$ cat src/sv/midi_cc_servo_slew_bank_top_macros.svh
// Assertion macros for the servo slew bank top level.
`ifndef MIDI_CC_SERVO_SLEW_BANK_TOP_MACROS_SVH
`define MIDI_CC_SERVO_SLEW_BANK_TOP_MACROS_SVH

// Same-cycle implication, checked outside reset.
`define MCSSB_ASSERT_SAME(label, ante, cons, msg) \
    label: assert property (@(posedge i_clk) disable iff (!i_rst_n) (ante) |-> (cons)) \
        else $error(msg);

// Next-cycle implication, checked outside reset.
`define MCSSB_ASSERT_NEXT(label, ante, cons, msg) \
    label: assert property (@(posedge i_clk) disable iff (!i_rst_n) (ante) |=> (cons)) \
        else $error(msg);

`endif

$ cat src/sv/mcssb_pkg.sv
// Types, constants and helper functions shared by the servo slew bank.
`default_nettype none

package mcssb_pkg;

    // request kinds
    typedef enum logic [1:0] {
        OP_CC   = 2'd0,
        OP_TICK = 2'd1,
        OP_SET  = 2'd2,
        OP_REC  = 2'd3
    } t_op;

    // configuration register indexes
    typedef enum logic [2:0] {
        REG_ACTIVE = 3'd0,
        REG_COARSE = 3'd1,
        REG_FINE   = 3'd2,
        REG_SPEED  = 3'd3,
        REG_MIN    = 3'd4,
        REG_MAX    = 3'd5,
        REG_CENTER = 3'd6
    } t_cfg_reg;

    typedef enum logic [3:0] {
        S_IDLE,
        S_CC_MUL,
        S_CC_Q0,
        S_CC_FIX,
        S_CC_WR,
        S_TK_CHK,
        S_TK_STEP,
        S_TK_CLAMP,
        S_TK_DIV,
        S_TK_FIX,
        S_SET,
        S_REC,
        S_EMIT,
        S_DONE
    } t_eng_state;

    typedef struct packed {
        t_op         op;
        logic [6:0]  cc_number;
        logic [6:0]  cc_value;
        logic [1:0]  servo_index;
        logic [11:0] position_us;
        logic [7:0]  elapsed_ms;
    } t_cmd;

    typedef struct packed {
        logic [1:0]  servo_id;
        logic [11:0] pulse_us;
        logic        last;
    } t_res;

    typedef struct packed {
        logic [3:0]  active_mask;
        logic [31:0] coarse_cc_map;
        logic [31:0] fine_cc_map;
        logic [31:0] speed_cc_map;
        logic [47:0] min_pulse_map;
        logic [47:0] max_pulse_map;
        logic [47:0] center_pulse_map;
    } t_cfg;

    localparam int CFG_IDX_W  = 3;
    localparam int CFG_DATA_W = 48;

    // queue depths, powers of two
    localparam int CMD_DEPTH = 2;
    localparam int RES_DEPTH = 2;

    localparam logic [7:0]  CC_NONE     = 8'hFF;
    localparam logic [13:0] FULL_SCALE  = 14'd16383;
    localparam logic [9:0]  SPEED_MIN   = 10'd500;
    localparam logic [14:0] SPEED_SPAN  = 15'd21500;
    localparam logic [6:0]  SPEED_DIV   = 7'd127;
    localparam logic [9:0]  MILLI       = 10'd1000;
    localparam logic [8:0]  HALF_MILLI  = 9'd500;
    // floor(2^32 / 1000)
    localparam logic [22:0] RECIP_MILLI = 23'd4294967;

    // CC number byte of a servo; servos past the map read as unassigned
    function automatic logic [7:0] cc_byte(logic [31:0] map, logic [2:0] idx);
        logic [7:0] b;
        b = CC_NONE;
        if (!idx[2]) begin
            case (idx[1:0])
                2'd0: b = map[7:0];
                2'd1: b = map[15:8];
                2'd2: b = map[23:16];
                default: b = map[31:24];
            endcase
        end
        return b;
    endfunction

    function automatic logic [11:0] pulse_field(logic [47:0] map, logic [2:0] idx);
        logic [11:0] p;
        p = '0;
        if (!idx[2]) begin
            case (idx[1:0])
                2'd0: p = map[11:0];
                2'd1: p = map[23:12];
                2'd2: p = map[35:24];
                default: p = map[47:36];
            endcase
        end
        return p;
    endfunction

    function automatic logic servo_active(logic [3:0] mask, logic [2:0] idx);
        return !idx[2] && mask[idx[1:0]];
    endfunction

endpackage

`default_nettype wire

$ cat src/sv/mcssb_front.sv
// Front end: decodes incoming requests and queues them for the engine.
`default_nettype none

module mcssb_front
    import mcssb_pkg::*;
(
    input  logic        i_clk,
    input  logic        i_rst_n,
    input  logic        i_push,
    output logic        o_full,
    input  logic [1:0]  i_func,
    input  logic [6:0]  i_cc_number,
    input  logic [6:0]  i_cc_value,
    input  logic [1:0]  i_servo_index,
    input  logic [11:0] i_position_us,
    input  logic [7:0]  i_elapsed_ms,
    output logic        o_cmd_valid,
    output t_cmd        o_cmd,
    input  logic        i_cmd_pop
);
    localparam int PW = (CMD_DEPTH > 1) ? $clog2(CMD_DEPTH) : 1;

    t_cmd            r_mem [CMD_DEPTH];
    logic [PW-1:0]   r_wr;
    logic [PW-1:0]   r_rd;
    logic [PW:0]     r_cnt;
    logic [PW:0]     n_cnt;
    t_op             op;
    logic            wr;
    logic            rd;

    always_comb begin
        unique case (i_func)
            2'd0:    op = OP_CC;
            2'd1:    op = OP_TICK;
            2'd2:    op = OP_SET;
            default: op = OP_REC;
        endcase
    end

    assign o_full      = (r_cnt == (PW+1)'(CMD_DEPTH));
    assign o_cmd_valid = (r_cnt != '0);
    assign o_cmd       = r_mem[r_rd];
    assign wr          = i_push && !o_full;
    assign rd          = i_cmd_pop && o_cmd_valid;

    always_comb begin
        case ({wr, rd})
            2'b10:   n_cnt = r_cnt + 1'b1;
            2'b01:   n_cnt = r_cnt - 1'b1;
            default: n_cnt = r_cnt;
        endcase
    end

    always_ff @(posedge i_clk) begin
        if (!i_rst_n) begin
            r_wr  <= '0;
            r_rd  <= '0;
            r_cnt <= '0;
        end else begin
            r_cnt <= n_cnt;
            if (wr) begin
                r_wr <= r_wr + 1'b1;
            end
            if (rd) begin
                r_rd <= r_rd + 1'b1;
            end
        end
    end

    always_ff @(posedge i_clk) begin
        if (wr) begin
            r_mem[r_wr] <= '{op: op, cc_number: i_cc_number, cc_value: i_cc_value,
                             servo_index: i_servo_index, position_us: i_position_us,
                             elapsed_ms: i_elapsed_ms};
        end
    end

endmodule

`default_nettype wire

$ cat src/sv/mcssb_engine.sv
// Back end: updates per-servo state; CC/tick walk all servos, set/rec one.
`default_nettype none

module mcssb_engine
    import mcssb_pkg::*;
#(
    parameter int SERVOS = 4
) (
    input  logic i_clk,
    input  logic i_rst_n,
    input  t_cfg i_cfg,
    input  logic i_cmd_valid,
    input  t_cmd i_cmd,
    output logic o_cmd_pop,
    input  logic i_res_full,
    output logic o_res_push,
    output t_res o_res
);
    localparam int IW = (SERVOS > 1) ? $clog2(SERVOS) : 1;
    localparam logic [IW-1:0] LAST_IDX = IW'(SERVOS - 1);

    t_eng_state r_state;
    t_eng_state n_state;
    t_eng_state next_servo;

    // per-servo state
    logic [21:0] r_pos    [SERVOS];
    logic [11:0] r_tgt    [SERVOS];
    logic [14:0] r_spd    [SERVOS];
    logic [6:0]  r_coarse [SERVOS];

    t_cmd               r_cmd;
    logic [IW-1:0]      r_idx;
    logic               r_idx_ok;
    logic               r_mc;
    logic               r_mf;
    logic               r_ms;
    logic signed [27:0] r_prod;
    logic [21:0]        r_spx;
    logic [25:0]        r_abs;
    logic               r_neg;
    logic [12:0]        r_q0;
    logic [15:0]        r_sq0;
    logic [11:0]        r_q;
    logic [14:0]        r_sq;
    logic [22:0]        r_lim;
    logic signed [23:0] r_diff;
    logic signed [25:0] r_sum;
    logic [22:0]        r_y;
    t_res               r_new;
    t_res               r_pend;
    logic               r_pend_v;

    logic [2:0]  sel;
    logic [7:0]  coarse_b;
    logic [7:0]  fine_b;
    logic [7:0]  speed_b;
    logic [11:0] min_p;
    logic [11:0] max_p;
    logic [11:0] ctr_p;
    logic        act;
    logic        at_last;
    logic        stall;
    logic        idx_inc;
    logic [7:0]  num8;
    logic        match_c;
    logic        match_f;
    logic        match_s;

    // control change datapath
    logic [13:0]        full14;
    logic signed [12:0] span;
    logic signed [27:0] prod;
    logic [21:0]        spx;
    logic [27:0]        abs_w;
    logic [26:0]        q0_sum;
    logic [22:0]        sp_sum;
    logic [27:0]        map_back;
    logic [27:0]        map_rem;
    logic [12:0]        map_q;
    logic [22:0]        spd_back;
    logic [22:0]        spd_rem;
    logic [15:0]        spd_q;
    logic signed [13:0] tgt_sum;
    logic [14:0]        spd_new;

    // tick datapath
    logic [21:0]        pos_cur;
    logic [21:0]        tgt_milli;
    logic               pos_eq;
    logic [22:0]        lim_w;
    logic signed [23:0] diff_w;
    logic signed [24:0] lim_s;
    logic signed [24:0] diff25;
    logic signed [24:0] cdiff;
    logic signed [25:0] sum_w;
    logic [21:0]        lo_milli;
    logic [21:0]        hi_milli;
    logic [21:0]        npos;
    logic [22:0]        y_w;
    logic [45:0]        recip_prod;
    logic [22:0]        ms_back;
    logic [22:0]        ms_rem;
    logic [12:0]        tq;

    // set target / recenter
    logic [11:0] set_tgt;
    logic [21:0] ctr_milli;

    assign sel      = 3'(r_idx);
    assign coarse_b = cc_byte(i_cfg.coarse_cc_map, sel);
    assign fine_b   = cc_byte(i_cfg.fine_cc_map, sel);
    assign speed_b  = cc_byte(i_cfg.speed_cc_map, sel);
    assign min_p    = pulse_field(i_cfg.min_pulse_map, sel);
    assign max_p    = pulse_field(i_cfg.max_pulse_map, sel);
    assign ctr_p    = pulse_field(i_cfg.center_pulse_map, sel);
    assign act      = servo_active(i_cfg.active_mask, sel);
    assign at_last  = (r_idx == LAST_IDX);
    assign stall    = r_pend_v && i_res_full;

    assign num8    = {1'b0, r_cmd.cc_number};
    assign match_c = (num8 == coarse_b);
    assign match_f = !match_c && (num8 == fine_b);
    assign match_s = (num8 == speed_b);

    // coarse alone repeats its value into the low bits
    always_comb begin
        if (match_c) begin
            full14 = {r_cmd.cc_value, (fine_b != CC_NONE) ? 7'd0 : r_cmd.cc_value};
        end else begin
            full14 = {r_coarse[r_idx], r_cmd.cc_value};
        end
    end

    assign span = signed'({1'b0, max_p}) - signed'({1'b0, min_p});
    assign prod = signed'({1'b0, full14}) * span;
    assign spx  = 22'(r_cmd.cc_value) * 22'(SPEED_SPAN);

    // divide by 2^14-1 and 2^7-1: series estimate, then one correction step
    assign abs_w  = r_prod[27] ? 28'(-r_prod) : 28'(r_prod);
    assign q0_sum = 27'(abs_w[25:0]) + 27'(abs_w[25:14]);
    assign sp_sum = 23'(r_spx) + 23'(r_spx[21:7]) + 23'(r_spx[21:14]) + 23'(r_spx[21:21]);

    assign map_back = {1'b0, r_q0, 14'd0} - 28'(r_q0);
    assign map_rem  = 28'(r_abs) - map_back;
    assign map_q    = r_q0 + 13'(map_rem >= 28'(FULL_SCALE));
    assign spd_back = {r_sq0, 7'd0} - 23'(r_sq0);
    assign spd_rem  = 23'(r_spx) - spd_back;
    assign spd_q    = r_sq0 + 16'(spd_rem >= 23'(SPEED_DIV));

    // quotient truncates toward zero, so the sign goes on after dividing
    assign tgt_sum = signed'({2'b00, min_p})
                   + (r_neg ? -signed'({2'b00, r_q}) : signed'({2'b00, r_q}));
    assign spd_new = 15'(SPEED_MIN) + r_sq;

    assign pos_cur   = r_pos[r_idx];
    assign tgt_milli = 22'(r_tgt[r_idx]) * 22'(MILLI);
    assign pos_eq    = (pos_cur == tgt_milli);
    assign lim_w     = 23'(r_spd[r_idx]) * 23'(r_cmd.elapsed_ms);
    assign diff_w    = signed'({2'b00, tgt_milli}) - signed'({2'b00, pos_cur});

    assign lim_s  = signed'({2'b00, r_lim});
    assign diff25 = 25'(r_diff);
    always_comb begin
        if (diff25 < -lim_s) begin
            cdiff = -lim_s;
        end else if (diff25 > lim_s) begin
            cdiff = lim_s;
        end else begin
            cdiff = diff25;
        end
    end
    assign sum_w = 26'(cdiff) + signed'({4'b0000, pos_cur});

    // min is tested first; when min > max, only a sum below min gives min
    assign lo_milli = 22'(min_p) * 22'(MILLI);
    assign hi_milli = 22'(max_p) * 22'(MILLI);
    always_comb begin
        if (r_sum < signed'({4'b0000, lo_milli})) begin
            npos = lo_milli;
        end else if (r_sum > signed'({4'b0000, hi_milli})) begin
            npos = hi_milli;
        end else begin
            npos = r_sum[21:0];
        end
    end
    assign y_w = 23'(npos) + 23'(HALF_MILLI);

    // round to microseconds: reciprocal estimate, then one correction step
    assign recip_prod = 46'(r_y) * 46'(RECIP_MILLI);
    assign ms_back    = 23'(r_q0) * 23'(MILLI);
    assign ms_rem     = r_y - ms_back;
    assign tq         = r_q0 + 13'(ms_rem >= 23'(MILLI));

    always_comb begin
        if (r_cmd.position_us < min_p) begin
            set_tgt = min_p;
        end else if (r_cmd.position_us > max_p) begin
            set_tgt = max_p;
        end else begin
            set_tgt = r_cmd.position_us;
        end
    end
    assign ctr_milli = 22'(ctr_p) * 22'(MILLI);

    assign next_servo = at_last ? S_DONE : ((r_cmd.op == OP_TICK) ? S_TK_CHK : S_CC_MUL);
    assign idx_inc    = (r_state != S_IDLE) && ((n_state == S_TK_CHK) || (n_state == S_CC_MUL));

    always_ff @(posedge i_clk) begin
        if (!i_rst_n) begin
            r_state <= S_IDLE;
        end else begin
            r_state <= n_state;
        end
    end

    always_comb begin
        n_state    = r_state;
        o_cmd_pop  = 1'b0;
        o_res_push = 1'b0;
        o_res      = r_pend;
        unique case (r_state)
            S_IDLE: begin
                if (i_cmd_valid) begin
                    o_cmd_pop = 1'b1;
                    unique case (i_cmd.op)
                        OP_CC:   n_state = S_CC_MUL;
                        OP_TICK: n_state = S_TK_CHK;
                        OP_SET:  n_state = S_SET;
                        default: n_state = S_REC;
                    endcase
                end
            end
            S_CC_MUL: begin
                n_state = (match_c || match_f || match_s) ? S_CC_Q0 : next_servo;
            end
            S_CC_Q0:    n_state = S_CC_FIX;
            S_CC_FIX:   n_state = S_CC_WR;
            S_CC_WR:    n_state = next_servo;
            S_TK_CHK: begin
                n_state = (!act || pos_eq) ? next_servo : S_TK_STEP;
            end
            S_TK_STEP:  n_state = S_TK_CLAMP;
            S_TK_CLAMP: n_state = S_TK_DIV;
            S_TK_DIV:   n_state = S_TK_FIX;
            S_TK_FIX:   n_state = S_EMIT;
            S_SET:      n_state = S_DONE;
            S_REC:      n_state = (r_idx_ok && act) ? S_EMIT : S_DONE;
            S_EMIT: begin
                if (!stall) begin
                    o_res_push = r_pend_v;
                    n_state    = (r_cmd.op == OP_REC) ? S_DONE : next_servo;
                end
            end
            S_DONE: begin
                if (!stall) begin
                    o_res_push = r_pend_v;
                    o_res.last = 1'b1;
                    n_state    = S_IDLE;
                end
            end
            default:    n_state = S_IDLE;
        endcase
    end

    // servo state and the pending-result flag
    always_ff @(posedge i_clk) begin
        if (!i_rst_n) begin
            for (int k = 0; k < SERVOS; k++) begin
                r_pos[k]    <= '0;
                r_tgt[k]    <= '0;
                r_spd[k]    <= '0;
                r_coarse[k] <= '0;
            end
            r_pend_v <= 1'b0;
        end else begin
            unique case (r_state)
                S_CC_MUL: begin
                    if (match_c) begin
                        r_coarse[r_idx] <= r_cmd.cc_value;
                    end
                end
                S_CC_WR: begin
                    if (r_mc || r_mf) begin
                        r_tgt[r_idx] <= tgt_sum[11:0];
                    end
                    if (r_ms) begin
                        r_spd[r_idx] <= spd_new;
                    end
                end
                S_TK_CLAMP: r_pos[r_idx] <= npos;
                S_SET: begin
                    if (r_idx_ok && act) begin
                        r_tgt[r_idx] <= set_tgt;
                    end
                end
                S_REC: begin
                    if (r_idx_ok) begin
                        r_pos[r_idx] <= ctr_milli;
                    end
                end
                S_EMIT: begin
                    if (!stall) begin
                        r_pend_v <= 1'b1;
                    end
                end
                S_DONE: begin
                    if (!stall) begin
                        r_pend_v <= 1'b0;
                    end
                end
                default: ;
            endcase
        end
    end

    // working registers, no reset needed
    always_ff @(posedge i_clk) begin
        if (r_state == S_IDLE && i_cmd_valid) begin
            r_cmd    <= i_cmd;
            r_idx    <= ((i_cmd.op == OP_SET) || (i_cmd.op == OP_REC))
                        ? IW'(i_cmd.servo_index) : '0;
            r_idx_ok <= (int'(i_cmd.servo_index) < SERVOS);
        end else if (idx_inc) begin
            r_idx <= IW'(r_idx + 1'b1);
        end
        unique case (r_state)
            S_CC_MUL: begin
                r_mc   <= match_c;
                r_mf   <= match_f;
                r_ms   <= match_s;
                r_prod <= prod;
                r_spx  <= spx;
            end
            S_CC_Q0: begin
                r_abs <= abs_w[25:0];
                r_neg <= r_prod[27];
                r_q0  <= q0_sum[26:14];
                r_sq0 <= sp_sum[22:7];
            end
            S_CC_FIX: begin
                r_q  <= map_q[11:0];
                r_sq <= spd_q[14:0];
            end
            S_TK_CHK: begin
                r_lim  <= lim_w;
                r_diff <= diff_w;
            end
            S_TK_STEP:  r_sum <= sum_w;
            S_TK_CLAMP: r_y <= y_w;
            S_TK_DIV:   r_q0 <= recip_prod[44:32];
            S_TK_FIX: begin
                r_new <= '{servo_id: 2'(r_idx), pulse_us: tq[11:0], last: 1'b0};
            end
            S_REC: begin
                r_new <= '{servo_id: 2'(r_idx), pulse_us: ctr_p, last: 1'b0};
            end
            S_EMIT: begin
                if (!stall) begin
                    r_pend <= r_new;
                end
            end
            default: ;
        endcase
    end

endmodule

`default_nettype wire

$ cat src/sv/mcssb_res_q.sv
// Result queue between the engine and the output port.
`default_nettype none

module mcssb_res_q
    import mcssb_pkg::*;
(
    input  logic i_clk,
    input  logic i_rst_n,
    input  logic i_push,
    input  t_res i_res,
    output logic o_full,
    output logic o_empty,
    output t_res o_res,
    input  logic i_pop
);
    localparam int PW = (RES_DEPTH > 1) ? $clog2(RES_DEPTH) : 1;

    t_res          r_mem [RES_DEPTH];
    logic [PW-1:0] r_wr;
    logic [PW-1:0] r_rd;
    logic [PW:0]   r_cnt;
    logic [PW:0]   n_cnt;
    logic          wr;
    logic          rd;

    assign o_full  = (r_cnt == (PW+1)'(RES_DEPTH));
    assign o_empty = (r_cnt == '0);
    assign o_res   = r_mem[r_rd];
    assign wr      = i_push && !o_full;
    assign rd      = i_pop && !o_empty;

    always_comb begin
        case ({wr, rd})
            2'b10:   n_cnt = r_cnt + 1'b1;
            2'b01:   n_cnt = r_cnt - 1'b1;
            default: n_cnt = r_cnt;
        endcase
    end

    always_ff @(posedge i_clk) begin
        if (!i_rst_n) begin
            r_wr  <= '0;
            r_rd  <= '0;
            r_cnt <= '0;
        end else begin
            r_cnt <= n_cnt;
            if (wr) begin
                r_wr <= r_wr + 1'b1;
            end
            if (rd) begin
                r_rd <= r_rd + 1'b1;
            end
        end
    end

    always_ff @(posedge i_clk) begin
        if (wr) begin
            r_mem[r_wr] <= i_res;
        end
    end

endmodule

`default_nettype wire

$ cat src/sv/midi_cc_servo_slew_bank_top.sv
// Top level of the MIDI CC driven servo slew bank.
//
// Requests enter through a queue port: one is taken at a clock edge with push
// high and full low. func selects control change, tick, set target or
// recenter. Results leave through a second queue port: while empty is low the
// oldest result sits on o_servo_id/o_pulse_us/o_last and pop takes it. o_last
// marks the final result of a request; control changes and set target give
// none, recenter gives one for an attached servo, a tick one per moving servo.
// Configuration goes through i_cfg_we/i_cfg_index/i_cfg_data, one register per
// edge; index 7 is ignored. The user must write it only while no request is
// in flight; the block itself does not enforce this. The engine walks the
// servos one at a time; a control change does more work on a servo whose CC
// number matches, a tick on a servo that moves, while set target and recenter
// touch only the servo named. A two-entry request queue keeps taking requests
// while the engine works. A result is held back until the next one or the end
// of the request, so o_last is known; the final one is pushed, marked last, as
// the engine ends the request. A stalled receiver fills the result queue and
// then holds the engine. Synchronous reset empties both queues, zeroes every
// servo and loads the register defaults (all CC numbers unassigned).
`default_nettype none

`include "midi_cc_servo_slew_bank_top_macros.svh"

module midi_cc_servo_slew_bank_top
    import mcssb_pkg::*;
#(
    parameter int SERVOS = 4
) (
    input  logic                  i_clk,
    input  logic                  i_rst_n,
    input  logic                  i_cfg_we,
    input  logic [CFG_IDX_W-1:0]  i_cfg_index,
    input  logic [CFG_DATA_W-1:0] i_cfg_data,
    input  logic                  push,
    output logic                  full,
    input  logic [1:0]            i_func,
    input  logic [6:0]            i_cc_number,
    input  logic [6:0]            i_cc_value,
    input  logic [1:0]            i_servo_index,
    input  logic [11:0]           i_position_us,
    input  logic [7:0]            i_elapsed_ms,
    output logic                  empty,
    input  logic                  pop,
    output logic [1:0]            o_servo_id,
    output logic [11:0]           o_pulse_us,
    output logic                  o_last
);
    t_cfg r_cfg;
    t_cfg n_cfg;
    t_cmd cmd;
    logic cmd_valid;
    logic cmd_pop;
    logic res_push;
    logic res_full;
    t_res eng_res;
    t_res out_res;

    // configuration registers
    always_comb begin
        n_cfg = r_cfg;
        if (i_cfg_we) begin
            unique case (t_cfg_reg'(i_cfg_index))
                REG_ACTIVE: n_cfg.active_mask      = i_cfg_data[3:0];
                REG_COARSE: n_cfg.coarse_cc_map    = i_cfg_data[31:0];
                REG_FINE:   n_cfg.fine_cc_map      = i_cfg_data[31:0];
                REG_SPEED:  n_cfg.speed_cc_map     = i_cfg_data[31:0];
                REG_MIN:    n_cfg.min_pulse_map    = i_cfg_data;
                REG_MAX:    n_cfg.max_pulse_map    = i_cfg_data;
                REG_CENTER: n_cfg.center_pulse_map = i_cfg_data;
                default:    n_cfg = r_cfg;
            endcase
        end
    end

    always_ff @(posedge i_clk) begin
        if (!i_rst_n) begin
            r_cfg <= '{active_mask: '0, coarse_cc_map: '1, fine_cc_map: '1,
                       speed_cc_map: '1, min_pulse_map: '0, max_pulse_map: '0,
                       center_pulse_map: '0};
        end else begin
            r_cfg <= n_cfg;
        end
    end

    // request decode and queue
    mcssb_front u_front (
        .i_clk         (i_clk),
        .i_rst_n       (i_rst_n),
        .i_push        (push),
        .o_full        (full),
        .i_func        (i_func),
        .i_cc_number   (i_cc_number),
        .i_cc_value    (i_cc_value),
        .i_servo_index (i_servo_index),
        .i_position_us (i_position_us),
        .i_elapsed_ms  (i_elapsed_ms),
        .o_cmd_valid   (cmd_valid),
        .o_cmd         (cmd),
        .i_cmd_pop     (cmd_pop)
    );

    // per-servo sequencer
    mcssb_engine #(
        .SERVOS (SERVOS)
    ) u_engine (
        .i_clk       (i_clk),
        .i_rst_n     (i_rst_n),
        .i_cfg       (r_cfg),
        .i_cmd_valid (cmd_valid),
        .i_cmd       (cmd),
        .o_cmd_pop   (cmd_pop),
        .i_res_full  (res_full),
        .o_res_push  (res_push),
        .o_res       (eng_res)
    );

    // result queue toward the receiver
    mcssb_res_q u_res_q (
        .i_clk   (i_clk),
        .i_rst_n (i_rst_n),
        .i_push  (res_push),
        .i_res   (eng_res),
        .o_full  (res_full),
        .o_empty (empty),
        .o_res   (out_res),
        .i_pop   (pop)
    );

    assign o_servo_id = out_res.servo_id;
    assign o_pulse_us = out_res.pulse_us;
    assign o_last     = out_res.last;

    `MCSSB_ASSERT_SAME(a_res_no_overflow, res_push, !res_full, "result pushed into a full queue")
    `MCSSB_ASSERT_SAME(a_cmd_pop_valid, cmd_pop, cmd_valid, "request taken from an empty queue")
    `MCSSB_ASSERT_NEXT(a_empty_holds, empty && !res_push, empty, "result appeared without a push")
    `MCSSB_ASSERT_NEXT(a_full_holds, full && !cmd_pop, full, "request queue drained without a pop")

endmodule

`default_nettype wire
$ cat config.mk
export PLATFORM = sky130hd
export DESIGN_NAME = midi_cc_servo_slew_bank_top
export DESIGN_NICKNAME = d
export VERILOG_FILES = /design/src/sv/mcssb_pkg.sv /design/src/sv/mcssb_front.sv /design/src/sv/mcssb_engine.sv /design/src/sv/mcssb_res_q.sv /design/src/sv/midi_cc_servo_slew_bank_top.sv
export VERILOG_INCLUDE_DIRS = /design/src /design/src/sv
export SDC_FILE = /design/constraint.sdc
export NUM_CORES = 2
export LEC_CHECK = 0
export ABC_AREA = 1
export BUFFER_PORTS_ARGS = -buffer_cell sky130_fd_sc_hd__buf_4
export CORE_ASPECT_RATIO = 0.9
export CORE_MARGIN = 2
export CORE_UTILIZATION = 55
export CTS_BUF_LIST = sky130_fd_sc_hd__clkbuf_2 sky130_fd_sc_hd__clkbuf_4 sky130_fd_sc_hd__clkbuf_8
export CTS_CLUSTER_SIZE = 24
export DETAILED_ROUTE_END_ITERATION = 8
export PLACE_DENSITY = 0.76
export SYNTH_ARGS = -nofsm -noshare
export SYNTH_HDL_FRONTEND = slang
export SYNTH_SLANG_ARGS = --single-unit
$ cat constraint.sdc
create_clock -name i_clk -period 8.89 [get_ports i_clk]
set_input_delay 2.2225 -clock i_clk [delete_from_list [all_inputs] [get_ports i_clk]]
set_output_delay 2.2225 -clock i_clk [all_outputs]
set_load 0.02 [all_outputs]
==> implementation parameters <==
Parameter                              Value

Final layout
  Ratio of cells with drive above 1 in the final layout    7.41%
  Net total in the final layout    10800
  Synthesis-to-layout area growth    8.65%
  Fin cells    11100
  Commonest non-fill, non-tap cell in the layout    inv_1
  Most frequent cells in the layout    inv_1, nand2_1, ha_1

Logic synthesis
  Prevailing post-synth register cell    edfxtp_1
  Sequential area share after synthesis    30.7%
  #FFs+latches synth    885
  Dominant cell type by area after synthesis    edfxtp_1
  Top area cells in the synthesized netlist    edfxtp_1, ha_1, fa_1
  Mapped Nets    10600
  Total standard cell area after synthesis    0.0781 sq mm
  Fraction of post-synthesis cell area in the top cell type by area    24.0%
  Warnings from Yosys    0
  Number of synthesized flops with an enable pin    624
  Mapped Avg Cell Area    8.73 sq um
  Number of unique standard cell types used by synthesis    77
  Number of standard cells after synthesis    8946
  Synth async-reset ratio    0%

Outcome
  Status    finished, final reports clean

Placement
  Pre-CTS WS    0.111 ns
  Routability Congestion    1.01
  Number of buffers added on ports    110
  Number of placed cells counting well taps    10900
  Half-perimeter wire length after placement    168 mm

Floorplan
  Die extent in x    401 um
  Initial core utilization    55.3%
  Floorplan core area    0.141 sq mm
  Die footprint    0.145 sq mm
  Top-level I/O count    111
  Floorplan die height    362 um
  Std cell rows    131

GRT
  Overflow after GRT    0
  Initial antenna violation count    2
  Via count of the first global-routing pass    62100
  Pin count of the biggest net entering global routing    93
  All-layer global routing usage    29.3%
  Global-route wire length before repair    336 mm

STA
  Slew @ Worst Pin    1.23 ns
  RSZ-0062 raised after global routing    true
  Minimum period implied by the final worst setup slack    8.46 ns
  Worst path setup slack after routing    0.434 ns
  Final setup violation count    0
  Slew Limit Fails    0
  Achievable Freq    118 MHz
  Post-route clock period utilization    95.1%
  Worst max-slew margin expressed relative to the limit    17.4%
  Fin. Hold Viols    0
  Setup skew after layout    0.0605 ns

Clocking
  Clock root cell    clkbuf_8
  CTS sink count    885
  Maximum root-to-sink buffer count    3
  Insertion delay to the later sink of the worst-skew pair    0.92 ns
  CTS HTree Levels    4
  Quantity of hold-fixing buffers added after cts    0
  Number of buffers created by CTS    147
  TritonCTS clock tree    done
  Clock slew at the register clock pins of the worst setup and hold paths    0.06 ns

Setup path
  Worst setup path category    flip-flop to flip-flop
  Largest incremental delay on the critical path    0.54 ns
  Critical path launch point type    flip-flop
  Cell repeated most along the worst path    inv_1
  Top fanout value on the critical path    20
  Slowest-stage cell, CP    fa_1
  Critical Path Sink Type    flip-flop
  Capture instance of the worst register-to-register path    u_engine.r_pos[2][21]$_SDFFCE_PN0P_
  Worst endpoint required time    9.64 ns
  Reg2reg path depth    37
  Setup slack on the worst flop-to-flop path    0.43 ns
  Worst path arrival time    9.20 ns
  Critical R2R Launch    u_engine.r_idx[0]$_DFFE_PN_

Routing
  Final wirelength    213 mm
  Total via count in the routed design    62600
  Antenna-violating nets left    0
  Detailed-route DRC error count    0
  Number of vias per cell after detailed routing    5.63
  Initial DRT Pass Iterations    8
  Drt wl/cell    19.1 um
  Number of design-rule violations left by the first detailed-router iteration    6121

Hold path
  Worst hold path type    flip-flop to flip-flop
  Hold depth    0
  Capture endpoint of the worst hold path    u_engine.o_res[7]$_DFFE_PP_
  Start point of the worst min-delay path    u_engine.r_new[7]$_DFFE_PP_

Flow run
  Maximum Capacitance Violations    0
what timing repair did:
action | CTS | global route
buffers inserted | 0 | 2
gates resized for setup | 0 | 30
endpoints found under the setup margin | 0 | 87
critical path, delay by kind of cell (launching register included):
family,cells,cell delay [ns]
buffers and inverters,10,1.15
AO/OA/AOI/OAI,9,2.13
adder cells (fa/ha/maj),7,2.88
AND/OR/NAND/NOR,10,1.54
flip-flops,1,0.45
XOR/XNOR,1,0.14
cell type report:
type	count	area, sq um
fillers	12100	56400
multi-input cells	6284	47600
flip-flops and latches	885	24000
inverters	1551	5840
clock buffers	201	2500
well taps	1862	2330
repair buffers	274	2100
clock inverters	62	529
diodes	5	12.5
repair inverters	1	8.76
per-stage QoR:
step,hold WS [ns],util (%),instance area [sq um],setup TNS (ns)
detailed placement,0.406,57.8,81700,0
global route,0.430,60.1,84900,-0.0915
CTS,0.424,60.0,84700,0
floorplan,0.400,-,78100,0
finish,0.424,60.1,84900,0
global placement,0.403,57.8,81700,0
synthesized netlist by cell type, types with 22 or more instances:
library cell	n
o211ai_1	44
inv_1	1526
nand4_1	73
edfxtp_1	624
clkbuf_1	172
a32oi_1	26
or2_2	24
nor2_1	985
o21bai_1	23
a211oi_1	40
xor2_1	237
a31oi_1	42
dfxtp_1	261
nor3_1	79
nand3_1	267
o22ai_1	59
buf_1	22
o21ai_0	434
a21oi_1	502
ha_1	982
nand2_1	1495
xnor2_1	105
a22o_1	43
fa_1	586
kinds of logic after synthesis:
family | synth area share, %
flops | 30.7
simple gates | 15.8
compound gates | 9.97
fa+ha+maj | 30.8
xor+xnor | 3.83
buf+inv | 8.68
mux | 0.242
per-layer routing:
layer / track usage, % / share of wire [%] / vias up
met5: 0 / 0 / -
met4: 11.3 / 3.8 / 0
met3: 4.68 / 8.0 / 441
met2: 48.0 / 46 / 2530
met1: 39.1 / 42 / 30000
li1: - / - / 29600
worst max path at each step:
stage	slack, ns	depth (start not counted)	startpoint	endpoint
3_5_place_dp	0.11	36	u_engine.r_idx[0]$_DFFE_PN_	u_engine.r_prod[24]$_DFFE_PN_
5_1_grt	-0.06	45	u_engine.r_idx[0]$_DFFE_PN_	u_engine.r_y[20]$_DFFE_PP_
6_report	0.43	37	u_engine.r_idx[0]$_DFFE_PN_	u_engine.r_pos[2][21]$_SDFFCE_PN0P_
4_1_cts	0.09	36	u_engine.r_idx[0]$_DFFE_PN_	u_engine.r_prod[24]$_DFFE_PN_
2_1_floorplan	0.008	47	u_engine.r_idx[1]$_DFFE_PN_	u_engine.r_prod[24]$_DFFE_PN_
3_3_place_gp	0.28	36	u_engine.r_idx[0]$_DFFE_PN_	u_engine.r_prod[24]$_DFFE_PN_
flip-flops by register name, summed over array words and instances (netlist names), 7 cells and up, named ones only:
| signal | count |
|---|---|
| r_cfg | 244 |
| u_engine.r_pos | 88 |
| u_front.r_mem | 76 |
| u_engine.r_spd | 60 |
| u_engine.r_tgt | 48 |
| u_res_q.r_mem | 30 |
| u_engine.r_cmd | 29 |
| u_engine.r_coarse | 28 |
| u_engine.r_prod | 27 |
| u_engine.r_abs | 26 |
| u_engine.r_sum | 26 |
| u_engine.r_diff | 23 |
| u_engine.r_lim | 23 |
| u_engine.r_y | 23 |
| u_engine.r_spx | 20 |
| u_engine.r_sq0 | 16 |
| u_engine.r_sq | 15 |
| u_engine.o_res | 14 |
| u_engine.r_new | 14 |
| u_engine.r_q0 | 13 |
| u_engine.r_q | 12 |
| u_engine.num8 | 7 |
Power is left out: the tool's default activity adds up to more than one toggle a clock period on the data nets, which glitch-free logic cannot reach.
